==> config.mk <==
export PLATFORM = sky130hd
export DESIGN_NAME = polyphonic_voice_allocator_synth_core
export DESIGN_NICKNAME = d
export VERILOG_FILES = /design/src/rtl/core/pva_pkg.sv /design/src/rtl/core/pva_ram.sv /design/src/rtl/core/pva_search.sv /design/src/rtl/core/pva_mix.sv /design/src/rtl/core/polyphonic_voice_allocator_synth_core.sv
export SDC_FILE = /design/constraint.sdc
export NUM_CORES = 2
export LEC_CHECK = 0
export BUFFER_PORTS_ARGS = -buffer_cell sky130_fd_sc_hd__buf_2
export CAP_MARGIN = 20
export CORE_UTILIZATION = 55
export CTS_CLUSTER_SIZE = 8
export DETAILED_ROUTE_END_ITERATION = 6
export PLACE_DENSITY = 0.71
export SLEW_MARGIN = 20
export SYNTH_ARGS = -nofsm -noshare
export SYNTH_HDL_FRONTEND = slang
export SYNTH_SLANG_ARGS = --single-unit
==> constraint.sdc <==
create_clock -name clk -period 13 [get_ports clk]
set_input_delay 2.6 -clock clk [delete_from_list [all_inputs] [get_ports clk]]
set_output_delay 2.6 -clock clk [all_outputs]
set_load 0.05 [all_outputs]
==> src/rtl/core/pva_pkg.sv <==
// ----------------------------------------------------------------------------
// pva_pkg
// Shared types, constants and constant tables of the polyphonic voice
// allocator: voice entry layout, channel words, sine and phase step tables.
// ----------------------------------------------------------------------------
package pva_pkg;

  // Sizing
  localparam int VOICES       = 8;
  localparam int SAMPLE_RATE  = 48000;
  localparam int SINE_ENTRIES = 256;
  localparam int PHASE_BITS   = 32;
  localparam int NOTES        = 128;

  localparam int VIDX_W = (VOICES > 1) ? $clog2(VOICES) : 1;
  localparam int SINE_W = $clog2(SINE_ENTRIES);
  localparam int ACC_W  = 16 + VIDX_W + 1;
  localparam int GAIN_W = 16;
  localparam int PROD_W = ACC_W + GAIN_W + 1;

  // Register map
  localparam int          PADDR_W       = 2;
  localparam int          PDATA_W       = 32;
  localparam logic [PADDR_W-1:0] REG_GAIN_ADDR = PADDR_W'(0);
  localparam logic [GAIN_W-1:0]  GAIN_RESET    = GAIN_W'(4096);

  // Command modes
  localparam logic [1:0] MODE_ON   = 2'd0;
  localparam logic [1:0] MODE_OFF  = 2'd1;
  localparam logic [1:0] MODE_TICK = 2'd2;

  // Output saturation bounds
  localparam int SAT_HI = 32767;
  localparam int SAT_LO = -32768;

  typedef struct packed {
    logic [1:0] mode;
    logic [6:0] note;
  } pva_in_t;

  typedef struct packed {
    logic signed [15:0] sample;
    logic [5:0]         voice;
    logic               voice_hit;
  } pva_out_t;

  // One voice as stored in the voice RAM
  typedef struct packed {
    logic [6:0]            pitch;
    logic [63:0]           age;
    logic [PHASE_BITS-1:0] phase;
    logic [PHASE_BITS-1:0] step;
  } pva_entry_t;

  // Outcome of one pass over the voice table
  typedef struct packed {
    logic                    free_found;
    logic [VIDX_W-1:0]       free_idx;
    logic                    same_found;
    logic [VIDX_W-1:0]       same_idx;
    logic [VIDX_W-1:0]       old_idx;
    logic                    hit_found;
    logic [VIDX_W-1:0]       hit_idx;
    pva_entry_t              hit_ent;
    logic signed [ACC_W-1:0] acc;
  } pva_srch_t;

  typedef logic [SINE_ENTRIES-1:0][15:0]   sine_tab_t;
  typedef logic [NOTES-1:0][PHASE_BITS-1:0] step_tab_t;

  // Q30 coefficients of sin(pi/2 * t)
  localparam logic [63:0] SC1 = 64'd1686629713;
  localparam logic [63:0] SC3 = 64'd693598668;
  localparam logic [63:0] SC5 = 64'd85569306;
  localparam logic [63:0] SC7 = 64'd5026995;
  localparam logic [63:0] SC9 = 64'd172272;

  // 2^(k/12) in Q16
  localparam logic [11:0][31:0] SEMI_Q16 = {
    32'd123715, 32'd116772, 32'd110218, 32'd104032, 32'd98193, 32'd92682,
    32'd87480,  32'd82570,  32'd77936,  32'd73562,  32'd69433, 32'd65536
  };

  // Quarter wave: t in Q30 over 0..1, result scaled to 32767
  function automatic logic [15:0] quarter_sine(logic [63:0] t);
    logic [63:0] t2;
    logic [63:0] p;
    logic [63:0] s;
    t2 = (t * t) >> 30;
    p  = SC9;
    p  = SC7 - ((t2 * p) >> 30);
    p  = SC5 - ((t2 * p) >> 30);
    p  = SC3 - ((t2 * p) >> 30);
    p  = SC1 - ((t2 * p) >> 30);
    s  = (t * p) >> 30;
    s  = (s * 64'd32767 + (64'd1 << 29)) >> 30;
    if (s > 64'd32767) begin
      s = 64'd32767;
    end
    return s[15:0];
  endfunction

  function automatic sine_tab_t build_sine();
    sine_tab_t   tab;
    logic [63:0] a;
    logic [63:0] quad;
    logic [63:0] rem;
    logic [63:0] t;
    logic [15:0] v;
    for (int i = 0; i < SINE_ENTRIES; i++) begin
      a    = 64'(4 * i);
      quad = a / SINE_ENTRIES;
      rem  = a % SINE_ENTRIES;
      if (quad == 64'd1 || quad == 64'd3) begin
        rem = 64'(SINE_ENTRIES) - rem;
      end
      t      = (rem << 30) / SINE_ENTRIES;
      v      = quarter_sine(t);
      tab[i] = (quad >= 64'd2) ? (16'd0 - v) : v;
    end
    return tab;
  endfunction

  // Per-note phase step, equal temperament, note 69 at 440 Hz
  function automatic step_tab_t build_steps();
    step_tab_t   tab;
    int          m;
    int          oct;
    int          k;
    int          e;
    logic [63:0] num;
    logic [63:0] q;
    for (int n = 0; n < NOTES; n++) begin
      m   = n + 3;
      oct = m / 12;
      k   = m % 12;
      num = 64'd440 * 64'(SEMI_Q16[k]);
      e   = oct + PHASE_BITS - 22;
      if (e >= 0) begin
        q = ((num << e) + 64'(SAMPLE_RATE / 2)) / 64'(SAMPLE_RATE);
      end else begin
        // rounded divide by SAMPLE_RATE * 2^-e: divide, then shift down
        q = ((num + ((64'(SAMPLE_RATE) << (-e)) >> 1)) / 64'(SAMPLE_RATE)) >> (-e);
      end
      tab[n] = q[PHASE_BITS-1:0];
    end
    return tab;
  endfunction

  localparam sine_tab_t SINE_TAB = build_sine();
  localparam step_tab_t STEP_TAB = build_steps();

endpackage

==> src/rtl/core/pva_ram.sv <==
// ----------------------------------------------------------------------------
// pva_ram
// Generic single-write, single-read RAM with a registered read port.
// ----------------------------------------------------------------------------
module pva_ram #(
  parameter int WIDTH = 8,
  parameter int DEPTH = 8
) (
  input  logic                                    clk,
  input  logic                                    we,
  input  logic [((DEPTH > 1) ? $clog2(DEPTH) : 1)-1:0] waddr,
  input  logic [WIDTH-1:0]                        wdata,
  input  logic                                    re,
  input  logic [((DEPTH > 1) ? $clog2(DEPTH) : 1)-1:0] raddr,
  output logic [WIDTH-1:0]                        rdata
);

  logic [WIDTH-1:0] mem [DEPTH];

  // Write port
  always_ff @(posedge clk) begin
    if (we) begin
      mem[waddr] <= wdata;
    end
  end

  // Registered read port
  always_ff @(posedge clk) begin
    if (re) begin
      rdata <= mem[raddr];
    end
  end

endmodule

==> src/rtl/core/pva_search.sv <==
// ----------------------------------------------------------------------------
// pva_search
// Walks the voice entries streamed out of the voice RAM: finds the voice
// for a note-on, the voice to free on a note-off, or sums the sine of
// every active voice on a tick.
// ----------------------------------------------------------------------------
module pva_search
  import pva_pkg::*;
(
  input  logic              clk,
  input  logic              rst,
  input  logic              clr,
  input  logic              ent_vld,
  input  logic [VIDX_W-1:0] ent_idx,
  input  pva_entry_t        ent,
  input  logic [1:0]        mode,
  input  logic [6:0]        note,
  output pva_srch_t         res
);

  logic                    free_found;
  logic [VIDX_W-1:0]       free_idx;
  logic                    same_found;
  logic [VIDX_W-1:0]       same_idx;
  logic [63:0]             same_age;
  logic [VIDX_W-1:0]       old_idx;
  logic [63:0]             old_age;
  logic                    hit_found;
  logic [VIDX_W-1:0]       hit_idx;
  logic [63:0]             newest;
  pva_entry_t              hit_ent;
  logic signed [ACC_W-1:0] acc;
  logic signed [15:0]      sine_val;
  logic                    busy_voice;
  logic                    pitch_eq;

  assign busy_voice = (ent.age != 64'd0);
  assign pitch_eq   = (ent.pitch == note);
  assign sine_val   = SINE_TAB[ent.phase[PHASE_BITS-1 -: SINE_W]];

  // Flags and accumulator
  always_ff @(posedge clk) begin
    if (rst || clr) begin
      free_found <= 1'b0;
      same_found <= 1'b0;
      hit_found  <= 1'b0;
      same_age   <= '1;
      old_age    <= '1;
      newest     <= '0;
      acc        <= '0;
      old_idx    <= '0;
    end else if (ent_vld) begin
      case (mode)
        MODE_ON: begin
          // voices past the first free one are not looked at
          if (!free_found) begin
            if (!busy_voice) begin
              free_found <= 1'b1;
            end else begin
              if (pitch_eq && ent.age < same_age) begin
                same_found <= 1'b1;
                same_age   <= ent.age;
              end
              if (ent.age < old_age) begin
                old_age <= ent.age;
                old_idx <= ent_idx;
              end
            end
          end
        end
        MODE_OFF: begin
          if (pitch_eq && ent.age > newest) begin
            hit_found <= 1'b1;
            newest    <= ent.age;
          end
        end
        MODE_TICK: begin
          if (busy_voice) begin
            acc <= acc + ACC_W'(sine_val);
          end
        end
        default: ;
      endcase
    end
  end

  // Indices and captured entry
  always_ff @(posedge clk) begin
    if (ent_vld) begin
      if (mode == MODE_ON && !free_found) begin
        if (!busy_voice) begin
          free_idx <= ent_idx;
        end else if (pitch_eq && ent.age < same_age) begin
          same_idx <= ent_idx;
        end
      end
      if (mode == MODE_OFF && pitch_eq && ent.age > newest) begin
        hit_idx <= ent_idx;
        hit_ent <= ent;
      end
    end
  end

  always_comb begin
    res            = '0;
    res.free_found = free_found;
    res.free_idx   = free_idx;
    res.same_found = same_found;
    res.same_idx   = same_idx;
    res.old_idx    = old_idx;
    res.hit_found  = hit_found;
    res.hit_idx    = hit_idx;
    res.hit_ent    = hit_ent;
    res.acc        = acc;
  end

endmodule

==> src/rtl/core/pva_mix.sv <==
// ----------------------------------------------------------------------------
// pva_mix
// Scales the voice sum by the Q4.12 gain and saturates it to a 16-bit
// sample: the product is registered first, then the shift and clamp.
// ----------------------------------------------------------------------------
module pva_mix
  import pva_pkg::*;
(
  input  logic                    clk,
  input  logic                    rst,
  input  logic                    go,
  input  logic signed [ACC_W-1:0] acc,
  input  logic [GAIN_W-1:0]       gain,
  output logic                    vld,
  output logic signed [15:0]      sample
);

  logic                     prod_vld;
  logic signed [PROD_W-1:0] prod;
  logic signed [PROD_W-1:0] shifted;

  // Product stage
  always_ff @(posedge clk) begin
    if (rst) begin
      prod_vld <= 1'b0;
    end else begin
      prod_vld <= go;
    end
  end

  always_ff @(posedge clk) begin
    if (go) begin
      prod <= PROD_W'(acc) * $signed({1'b0, gain});
    end
  end

  // Floor divide by 4096, then clamp
  assign shifted = prod >>> 12;

  always_ff @(posedge clk) begin
    if (rst) begin
      vld <= 1'b0;
    end else begin
      vld <= prod_vld;
    end
  end

  always_ff @(posedge clk) begin
    if (prod_vld) begin
      if (shifted > PROD_W'(SAT_HI)) begin
        sample <= 16'(SAT_HI);
      end else if (shifted < PROD_W'(SAT_LO)) begin
        sample <= 16'(SAT_LO);
      end else begin
        sample <= shifted[15:0];
      end
    end
  end

endmodule

==> src/rtl/core/polyphonic_voice_allocator_synth_core.sv <==
// ----------------------------------------------------------------------------
// polyphonic_voice_allocator_synth_core
// Voice allocator with table-sine oscillators. Voice state lives in one
// RAM that a sequencer scans once per command word.
//
//   channel   direction  handshake               word
//   -------   ---------  ----------------------  ------------------------
//   command   in         start high, busy low    cmd    {mode, note}
//   result    out        done strobe, 1 cycle    result {sample, voice, hit}
//   config    in         APB write, pready = 1   pwdata[15:0] output_gain
//
// A note word reads the RAM once per voice in order, waits out the read
// latency and lets the last search step settle, then does the write; a
// tick word does the gain multiply and then the clamp in place of the
// write. done shows in the cycle after the write or the clamp.
// busy stays high from accept until the cycle done is shown.
// Reset is synchronous; voice valid bits make every voice read as zero.
// Results cannot be stalled by the receiver.
// ----------------------------------------------------------------------------
module polyphonic_voice_allocator_synth_core
  import pva_pkg::*;
(
  input  logic               clk,
  input  logic               rst,
  input  logic               start,
  input  pva_in_t            cmd,
  output logic               busy,
  output logic               done,
  output pva_out_t           result,
  input  logic               psel,
  input  logic               penable,
  input  logic               pwrite,
  input  logic [PADDR_W-1:0] paddr,
  input  logic [PDATA_W-1:0] pwdata,
  output logic [PDATA_W-1:0] prdata,
  output logic               pready
);

  localparam logic [1:0] S_IDLE = 2'd0;
  localparam logic [1:0] S_SCAN = 2'd1;
  localparam logic [1:0] S_FIN  = 2'd2;
  localparam logic [1:0] S_MUL  = 2'd3;

  logic [1:0]          state;
  logic [1:0]          state_next;
  logic [VIDX_W:0]     rd_cnt;
  logic                p_vld;
  logic [VIDX_W-1:0]   p_idx;
  logic                p_valid_bit;
  logic [1:0]          mode;
  logic [6:0]          note;
  logic [63:0]         age_stamp;
  logic [GAIN_W-1:0]   gain;
  logic [VOICES-1:0]   vld;
  logic                accept;
  logic                re;
  logic [VIDX_W-1:0]   raddr;
  logic [$bits(pva_entry_t)-1:0] rdata;
  pva_entry_t          ent;
  logic                we;
  logic [VIDX_W-1:0]   waddr;
  pva_entry_t          wdata;
  pva_srch_t           srch;
  logic [VIDX_W-1:0]   pick;
  logic                mix_go;
  logic                mix_vld;
  logic signed [15:0]  mix_sample;
  logic                note_done;
  pva_out_t            note_res;
  logic                cfg_wr;

  assign accept = start && !busy;
  assign busy   = (state != S_IDLE);

  // Configuration register
  assign pready = 1'b1;
  assign cfg_wr = psel && penable && pwrite && pready;
  assign prdata = (paddr == REG_GAIN_ADDR) ? PDATA_W'(gain) : '0;

  always_ff @(posedge clk) begin
    if (rst) begin
      gain <= GAIN_RESET;
    end else if (cfg_wr && paddr == REG_GAIN_ADDR) begin
      gain <= pwdata[GAIN_W-1:0];
    end
  end

  // Sequencer
  always_comb begin
    state_next = state;
    unique case (state)
      S_IDLE: begin
        if (accept) begin
          state_next = S_SCAN;
        end
      end
      S_SCAN: begin
        if (rd_cnt == (VIDX_W+1)'(VOICES) && !p_vld) begin
          state_next = S_FIN;
        end
      end
      S_FIN: begin
        state_next = (mode == MODE_TICK) ? S_MUL : S_IDLE;
      end
      S_MUL: begin
        state_next = S_IDLE;
      end
      default: state_next = S_IDLE;
    endcase
  end

  always_ff @(posedge clk) begin
    if (rst) begin
      state <= S_IDLE;
    end else begin
      state <= state_next;
    end
  end

  always_ff @(posedge clk) begin
    if (accept) begin
      mode <= cmd.mode;
      note <= cmd.note;
    end
  end

  // Read side: one voice per cycle
  assign re    = (state == S_SCAN) && (rd_cnt < (VIDX_W+1)'(VOICES));
  assign raddr = rd_cnt[VIDX_W-1:0];

  always_ff @(posedge clk) begin
    if (rst) begin
      rd_cnt <= '0;
      p_vld  <= 1'b0;
    end else begin
      p_vld <= re;
      if (accept) begin
        rd_cnt <= '0;
      end else if (re) begin
        rd_cnt <= rd_cnt + 1'b1;
      end
    end
  end

  always_ff @(posedge clk) begin
    if (re) begin
      p_idx       <= raddr;
      p_valid_bit <= vld[raddr];
    end
  end

  // Never-written voices read as zero
  assign ent = p_valid_bit ? pva_entry_t'(rdata) : '0;

  pva_ram #(
    .WIDTH ($bits(pva_entry_t)),
    .DEPTH (VOICES)
  ) u_voice_ram (
    .clk   (clk),
    .we    (we),
    .waddr (waddr),
    .wdata (wdata),
    .re    (re),
    .raddr (raddr),
    .rdata (rdata)
  );

  pva_search u_search (
    .clk     (clk),
    .rst     (rst),
    .clr     (accept),
    .ent_vld (p_vld),
    .ent_idx (p_idx),
    .ent     (ent),
    .mode    (mode),
    .note    (note),
    .res     (srch)
  );

  // Voice chosen by a note-on
  always_comb begin
    if (srch.free_found) begin
      pick = srch.free_idx;
    end else if (srch.same_found) begin
      pick = srch.same_idx;
    end else begin
      pick = srch.old_idx;
    end
  end

  // Write side: phase advance during a tick scan, else one write at the end
  always_comb begin
    we    = 1'b0;
    waddr = p_idx;
    wdata = ent;
    if (p_vld && mode == MODE_TICK && ent.age != 64'd0) begin
      we          = 1'b1;
      wdata.phase = ent.phase + ent.step;
    end else if (state == S_FIN && mode == MODE_ON) begin
      we          = 1'b1;
      waddr       = pick;
      wdata.pitch = note;
      wdata.age   = age_stamp + 64'd1;
      wdata.phase = '0;
      wdata.step  = STEP_TAB[note];
    end else if (state == S_FIN && mode == MODE_OFF && srch.hit_found) begin
      we        = 1'b1;
      waddr     = srch.hit_idx;
      wdata     = srch.hit_ent;
      wdata.age = '0;
    end
  end

  always_ff @(posedge clk) begin
    if (rst) begin
      vld <= '0;
    end else if (we) begin
      vld[waddr] <= 1'b1;
    end
  end

  always_ff @(posedge clk) begin
    if (rst) begin
      age_stamp <= '0;
    end else if (state == S_FIN && mode == MODE_ON) begin
      age_stamp <= age_stamp + 64'd1;
    end
  end

  // Gain and clamp for ticks
  assign mix_go = (state == S_FIN) && (mode == MODE_TICK);

  pva_mix u_mix (
    .clk    (clk),
    .rst    (rst),
    .go     (mix_go),
    .acc    (srch.acc),
    .gain   (gain),
    .vld    (mix_vld),
    .sample (mix_sample)
  );

  // Note-event result word
  always_ff @(posedge clk) begin
    if (rst) begin
      note_done <= 1'b0;
    end else begin
      note_done <= (state == S_FIN) && (mode != MODE_TICK);
    end
  end

  always_ff @(posedge clk) begin
    if (state == S_FIN) begin
      note_res.sample <= '0;
      if (mode == MODE_ON) begin
        note_res.voice     <= 6'(pick);
        note_res.voice_hit <= 1'b1;
      end else if (mode == MODE_OFF && srch.hit_found) begin
        note_res.voice     <= 6'(srch.hit_idx);
        note_res.voice_hit <= 1'b1;
      end else begin
        note_res.voice     <= '0;
        note_res.voice_hit <= 1'b0;
      end
    end
  end

  // Output word
  assign done = note_done || mix_vld;

  always_comb begin
    if (mix_vld) begin
      result        = '0;
      result.sample = mix_sample;
    end else begin
      result = note_res;
    end
  end

endmodule

### After elaboration in Yosys (flattened, before gate mapping)

Memories as Yosys holds them, arrays and structs flattened. A register that Yosys moved wholly into a read port is not among the register bits.
Index checks and enable logic that the tools add are counted.

* add/sub/neg operators: 4
* order comparisons: 11
* bitwise gates (word level): 3
* reduce and logical (&&, ||, !) cells: 40
* equality and inequality tests: 10
* multiply operators: 1
* muxes and demuxes: 34

Operator list (count)
* 135-bit 2-to-1 mux: 3
* 64-bit less-than comparator: 2
* 32-bit 2-to-1 mux: 3
* 71-bit 2-to-1 mux: 1
* 64-bit by 1-bit adder with 64-bit output, second input constant: 1
* 64-bit > comparator: 1
* 64-bit nonzero test: 1
* 16-bit 2-to-1 mux: 3
* 20-bit by 17-bit multiplier with 37-bit output: 1
* 32-bit adder: 1
* 25-bit by 16-bit > comparator with 1-bit output, second input constant: 1
* 25-bit by 16-bit less-than comparator with 1-bit output, second input constant: 1
* 23-bit 2-to-1 mux: 1
* 20-bit by 16-bit adder with 20-bit output: 1
* 1-bit logical AND: 20
* 3-bit 2-to-1 mux: 5
* 5-bit AND reduction: 2
* 8-bit by 9-bit less-than comparator with 1-bit output, second input constant: 1
* 1-bit 2-to-1 mux: 9
* 3-bit AND reduction: 3
* 3-bit by 4-bit less-than comparator with 1-bit output, second input constant: 2
* 7-bit by 8-bit less-than comparator with 1-bit output, second input constant: 1
* 4-bit 2-to-1 mux: 2
* 8-bit OR: 1
* other kinds (22): 36

* logic and storage cells: 138
* output and inout bits: 58
* input bits: 49
* memories kept: 3
* register bits after elaboration: 469
* RAM bits: 1080
* memory bits (read-only): 8192

Memory list
* (no name shown): words 256, width 16, rd ports 1, clocked after memory_dff 0, wr ports 0, line pva_search.sv:39 `assign sine_val = SINE_TAB[ent.phase[PHASE_BITS-1 -: SINE_W]];`
* (no name shown): words 128, width 32, rd ports 1, clocked after memory_dff 1, wr ports 0, line polyphonic_voice_allocator_synth_core.sv:205 `wdata.step = STEP_TAB[note];`
* u_voice_ram.mem: words 8, width 135, rd ports 1, clocked after memory_dff 1, wr ports 1, line pva_ram.sv:18 `logic [WIDTH-1:0] mem [DEPTH];`

### Longest topological paths before layout

* word-level depth: 11
* depth in mapped cells: 25
* gate-level depth less buffers: 23

### Modules after synthesis

Synthesis repeated with hierarchy kept, for this count alone.

* cell total of the unflattened synthesis: 8073
* area, all modules: 97026.8 um^2

Modules (own cells, without submodules)
* pva_ram: cells each 1708, times used 1, area each 44615.3 um^2
* pva_search: cells each 2765, times used 1, area each 24111.9 um^2
* polyphonic_voice_allocator_synth_core: cells each 2178, times used 1, area each 14945.6 um^2
* pva_mix: cells each 1422, times used 1, area each 13354.1 um^2

### Worst setup path before layout

No wires, ideal clock.

* path type: flip-flop to flip-flop
* start point: register p_valid_bit
* end point: memory u_voice_ram.mem[0][0] (netlist name), enable pin
* buffers on the path: 1
* clock period less this slack: 11.340 ns
* library setup time: 0.798 ns
* arrival time: 10.542 ns
* cell stages (with the launch flop): 7
* path slack: 1.660 ns
* cell sequence: edfxtp_1 > clkbuf_1 > o41ai_1 > or2_2 > o21ai_0 > nand2b_1 > nor3_1

* cells in the longest elaborated chain, start to end: 6
* elaborated cells on any way between the ends: 7

RTL lines
* start, declared: line polyphonic_voice_allocator_synth_core.sv:49 `logic p_valid_bit;`
* start signal, assigned: line polyphonic_voice_allocator_synth_core.sv:148 `p_valid_bit <= vld[raddr];`
* 135-bit 2-to-1 mux *: line polyphonic_voice_allocator_synth_core.sv:153 `assign ent = p_valid_bit ? pva_entry_t'(rdata) : '0;`
* 64-bit nonzero test *: line polyphonic_voice_allocator_synth_core.sv:196 `if (p_vld && mode == MODE_TICK && ent.age != 64'd0) begin`
* 1-bit logical AND *: line polyphonic_voice_allocator_synth_core.sv:196
* 1-bit 2-to-1 mux: line polyphonic_voice_allocator_synth_core.sv:196
* 1-bit 2-to-1 mux: line pva_ram.sv:22 `if (we) begin`
* 1-bit 2-to-1 mux (implied by the code): line pva_ram.sv:23 `mem[waddr] <= wdata;`
* end, declared: line pva_ram.sv:18

Every way passes the cells marked *; elsewhere a longest branch is shown, timed or not.

### Worst setup path in the final report

* start point: register u_search.acc[13]
* end point: register u_mix.prod[34] (data pin)

* cells in the longest elaborated chain, start to end: 1

RTL lines
* start, declared: line pva_search.sv:32 `logic signed [ACC_W-1:0] acc;`
* start signal, assigned: line pva_search.sv:79 `acc <= acc + ACC_W'(sine_val);`
* 20-bit by 17-bit multiplier with 37-bit output: line pva_mix.sv:33 `prod <= PROD_W'(acc) * $signed({1'b0, gain});`
* end signal, assigned: line pva_mix.sv:33
* end, declared: line pva_mix.sv:19 `logic signed [PROD_W-1:0] prod;`

No other way between the ends.
A chain may end at the register's enable or synchronous reset.

==> impl_metrics.py <==
metrics = {
    "setup_path": {
        "worstPathRequired_ns": 13.58,
        "cp_max_fo": 18,
        "crit_arrival_ns": 7.57,
        "crit_path_start_kind": "flop",
        "crit_path_end_kind": "flop",
        "worstSetupPathType": "flop to flop",
    },
    "sta": {
        "worstMarginPinSlew_ns": 1.123,
        "tns_ns": 0,
        "max_freq_mhz": 143.2,
        "setup_viol": 0,
        "min_period_over_period_pct": 53.72,
        "max_slew_margin_pct": 24.32,
        "fin_skew_ns": 0.06962,
        "report.final.slew_viol_count": 0,
        "hold_viol": 0,
        "min_period_ns": 6.984,
        "rsz0062_at_grt": "no",
    },
    "pwr": {
        "power.density_nw_per_um2": 129.6,
        "leakage_nw": 38.00,
        "ir_drop_v": 0.0001450,
    },
    "global_route": {
        "grt_pass1_vias": 62896,
        "grtUsageTotal_pct": 29.29,
        "antenna_found_initial": 5,
        "grt_max_degree": 139,
        "grt_pass1_wl_um": 379000,
        "grt_overflow": 0,
    },
    "clock_tree": {
        "numClockSinks": 1700,
        "clk_pin_slew_ns": 0.06,
        "cts-root-buf": "clkbuf_16",
        "cts.repair.resized": 0,
        "tritoncts": "built",
        "clk_path_buf_depth": 3,
        "ctsHoldBuffers": 0,
        "htree_levels": 4,
        "cts_setup_buffers": 0,
        "clk_latency_ns": 0.88,
        "cts_made_buffers": 232,
    },
    "run_status": {
        "status": "finished with violations",
        "violations": "DRC",
    },
    "logic_synthesis": {
        "ys_warn_count": 0,
        "synthArstFlopShare_pct": 0,
        "syn_avg_cell_area_sq_um": 11.92,
        "ys_seq_area_share_pct": 51.30,
        "ys.flop_type": "edfxtp_1",
        "synth-seq-cells": 1700,
        "synth_edf_count": 1353,
        "syn_inst": 7777,
        "mappedNetlistArea_sq_um": 92740,
        "synth_cell_types": 95,
    },
    "final_layout": {
        "diodes": 0,
        "fill_cells": 12751,
        "nNetsFinal": 8390,
        "drive_above_1_share_pct": 11.77,
        "final_area_sq_um": 101800,
        "area_growth_pct": 9.791,
    },
    "routing": {
        "drt-initial-drc-count": 6517,
        "wirelength_um": 248800,
        "drc": 1,
        "vias_per_cell": 6.243,
        "vias": 62822,
        "drtAntennaViolNets": 0,
        "routedWlPerCell_um": 24.73,
        "drtPass1Iterations": 7,
    },
    "floorplanning": {
        "num_io_pins": 107,
        "core_sq_um": 167200,
        "initial_core_util_pct": 55.46,
        "rows": 150,
        "die_y_um": 412.6,
        "die-area_sq_um": 170300,
        "die_w_um": 412.6,
    },
    "placement": {
        "place_congestion": 0.9452,
        "placed_area_sq_um": 94950,
        "portBuffers": 70,
        "dp_hpwl_um": 152600,
    },
    "run": {
        "maxCapViolations": 0,
    },
    "worst_hold_path": {
        "hp-class": "flop to flop",
    },
}
==> placed cells by master (no fill, tap or decap), drive strengths merged, types with 31 or more instances in the layout <==
cell	instances
a211oi	60
a21o	118
a21oi	319
a2bb2oi	37
a31oi	58
and2	306
buf	193
clkbuf	413
dfxtp	347
edfxtp	1353
fa	321
ha	357
inv	631
mux2	144
mux2i	184
mux4	275
nand2	788
nand2b	38
nand3	118
nand4	68
nor2	476
nor2b	37
nor3	87
nor4	31
o211ai	100
o21ai	334
o22ai	62
o31ai	35
or3	48
xnor2	95
xor2	90
==> cell families after synthesis <==
logic type               synth area share [%]
AND/OR/NAND/NOR                         10.49
flip-flops                              51.30
AO/OA/AOI/OAI                           9.238
buffers and inverters                   5.039
adder cells (fa/ha/maj)                 11.76
multiplexers                            10.41
XOR/XNOR                                1.747
other                                0.008098
==> cell type report <==
cell class	count	area, sq um	area share (%)
Clock buffer	413	6549	6.432
Clock inverter	16	310.3	0.3048
Inverter	631	2369	2.326
Multi-Input combinational cell	4905	40810	40.08
Sequential cell	1700	47590	46.74
Tap cell	2204	2758	2.708
Timing Repair Buffer	193	1438	1.412
==> critical path, stage by stage (launching register included) <==
cell	delay, ns
dfxtp_1	0.93
nand2_1	0.19
fa_1	0.55
fa_1	0.47
fa_1	0.55
inv_1	0.06
fa_1	0.49
fa_1	0.49
inv_1	0.05
fa_1	0.47
inv_1	0.04
ha_1	0.32
and3_1	0.23
a221o_1	0.33
a21o_1	0.18
a31o_2	0.26
nand3b_1	0.26
a21boi_0	0.22
nor3_1	0.35
o21ba_2	0.18
xnor2_1	0.06
==> cells in the mapped netlist, drive strengths merged (87+ instances only) <==
cell type  instances  area share [%]
a21oi            319             1.7
inv              628             2.5
o21ai            334             1.8
fa               321             6.9
nand2            788             3.2
dfxtp            347             7.5
clkbuf           415             1.7
mux2             144             1.7
and2             306             2.1
nor3              87            0.47
ha               357             4.8
mux2i            184             2.0
xnor2             95            0.90
nor2             476             1.9
a21o             118            0.96
xor2              90            0.85
mux4             275             6.7
o211ai           100            0.81
buf              144            0.80
nand3            118            0.64
edfxtp          1353              44
==> sequential cells by signal (all words and copies together), names as in the netlist, 7 cells and up, named ones only <==
register           count
age_stamp             64
gain                  16
note                   7
u_mix.prod            25
u_mix.sample          16
u_search.acc          20
u_search.newest       64
u_search.old_age      64
u_search.res          71
u_search.same_age     64
u_voice_ram.mem     1080
u_voice_ram.rdata    135
vld                    8
==> through the flow <==
stage / setup WS [ns] / instances / utilization [%] / total power [mW] / hold slack [ns]
final: 6.016 / 10062 / 60.89 / 13.20 / 0.4542
after CTS: 6.074 / 10062 / 60.88 / 13.24 / 0.4569
after global routing: 5.675 / 10062 / 60.89 / 13.61 / 0.4668
after detailed placement: 5.981 / 9633 / 56.78 / 7.593 / 0.4474
after floorplan: 1.660 / 7795 / - / 7.144 / 0.4323
after global placement: 5.871 / 9632 / 56.75 / 7.571 / 0.4419
==> routing by layer <==
metal | vias up | part of all wire [%] | track usage [%] | routed length, um
met3 | 566 | 7.9 | 4.377 | 19610
li1 | 27715 | - | - | -
met5 | - | 0 | 0 | 0
met2 | 2850 | 47 | 46.94 | 116300
met1 | 31691 | 42 | 40.68 | 104400
met4 | 0 | 3.4 | 10.72 | 8447
==> path summary, 6_finish.rpt <==
kind / startpoint / to / slack, ns / cells after the start
max: u_search.acc[13] / u_mix.prod[34] / 6.02 / 20
min: u_search.newest[56] / u_search.newest[56] / 0.45 / 2
max reg2reg: u_search.acc[13] / u_mix.prod[34] / 6.02 / 20
min reg2reg: u_search.newest[56] / u_search.newest[56] / 0.45 / 2
==> report_power, final <==
group / internal [mW] / leakage [nW] / switching, mW / total (mW)
Clock: 3.39 / 3.24 / 2.28 / 5.67
Sequential: 6.01 / 15.2 / 0.0655 / 6.07
Combinational: 0.472 / 19.5 / 0.986 / 1.46
Note: power is estimated with default switching activity, not from simulation.
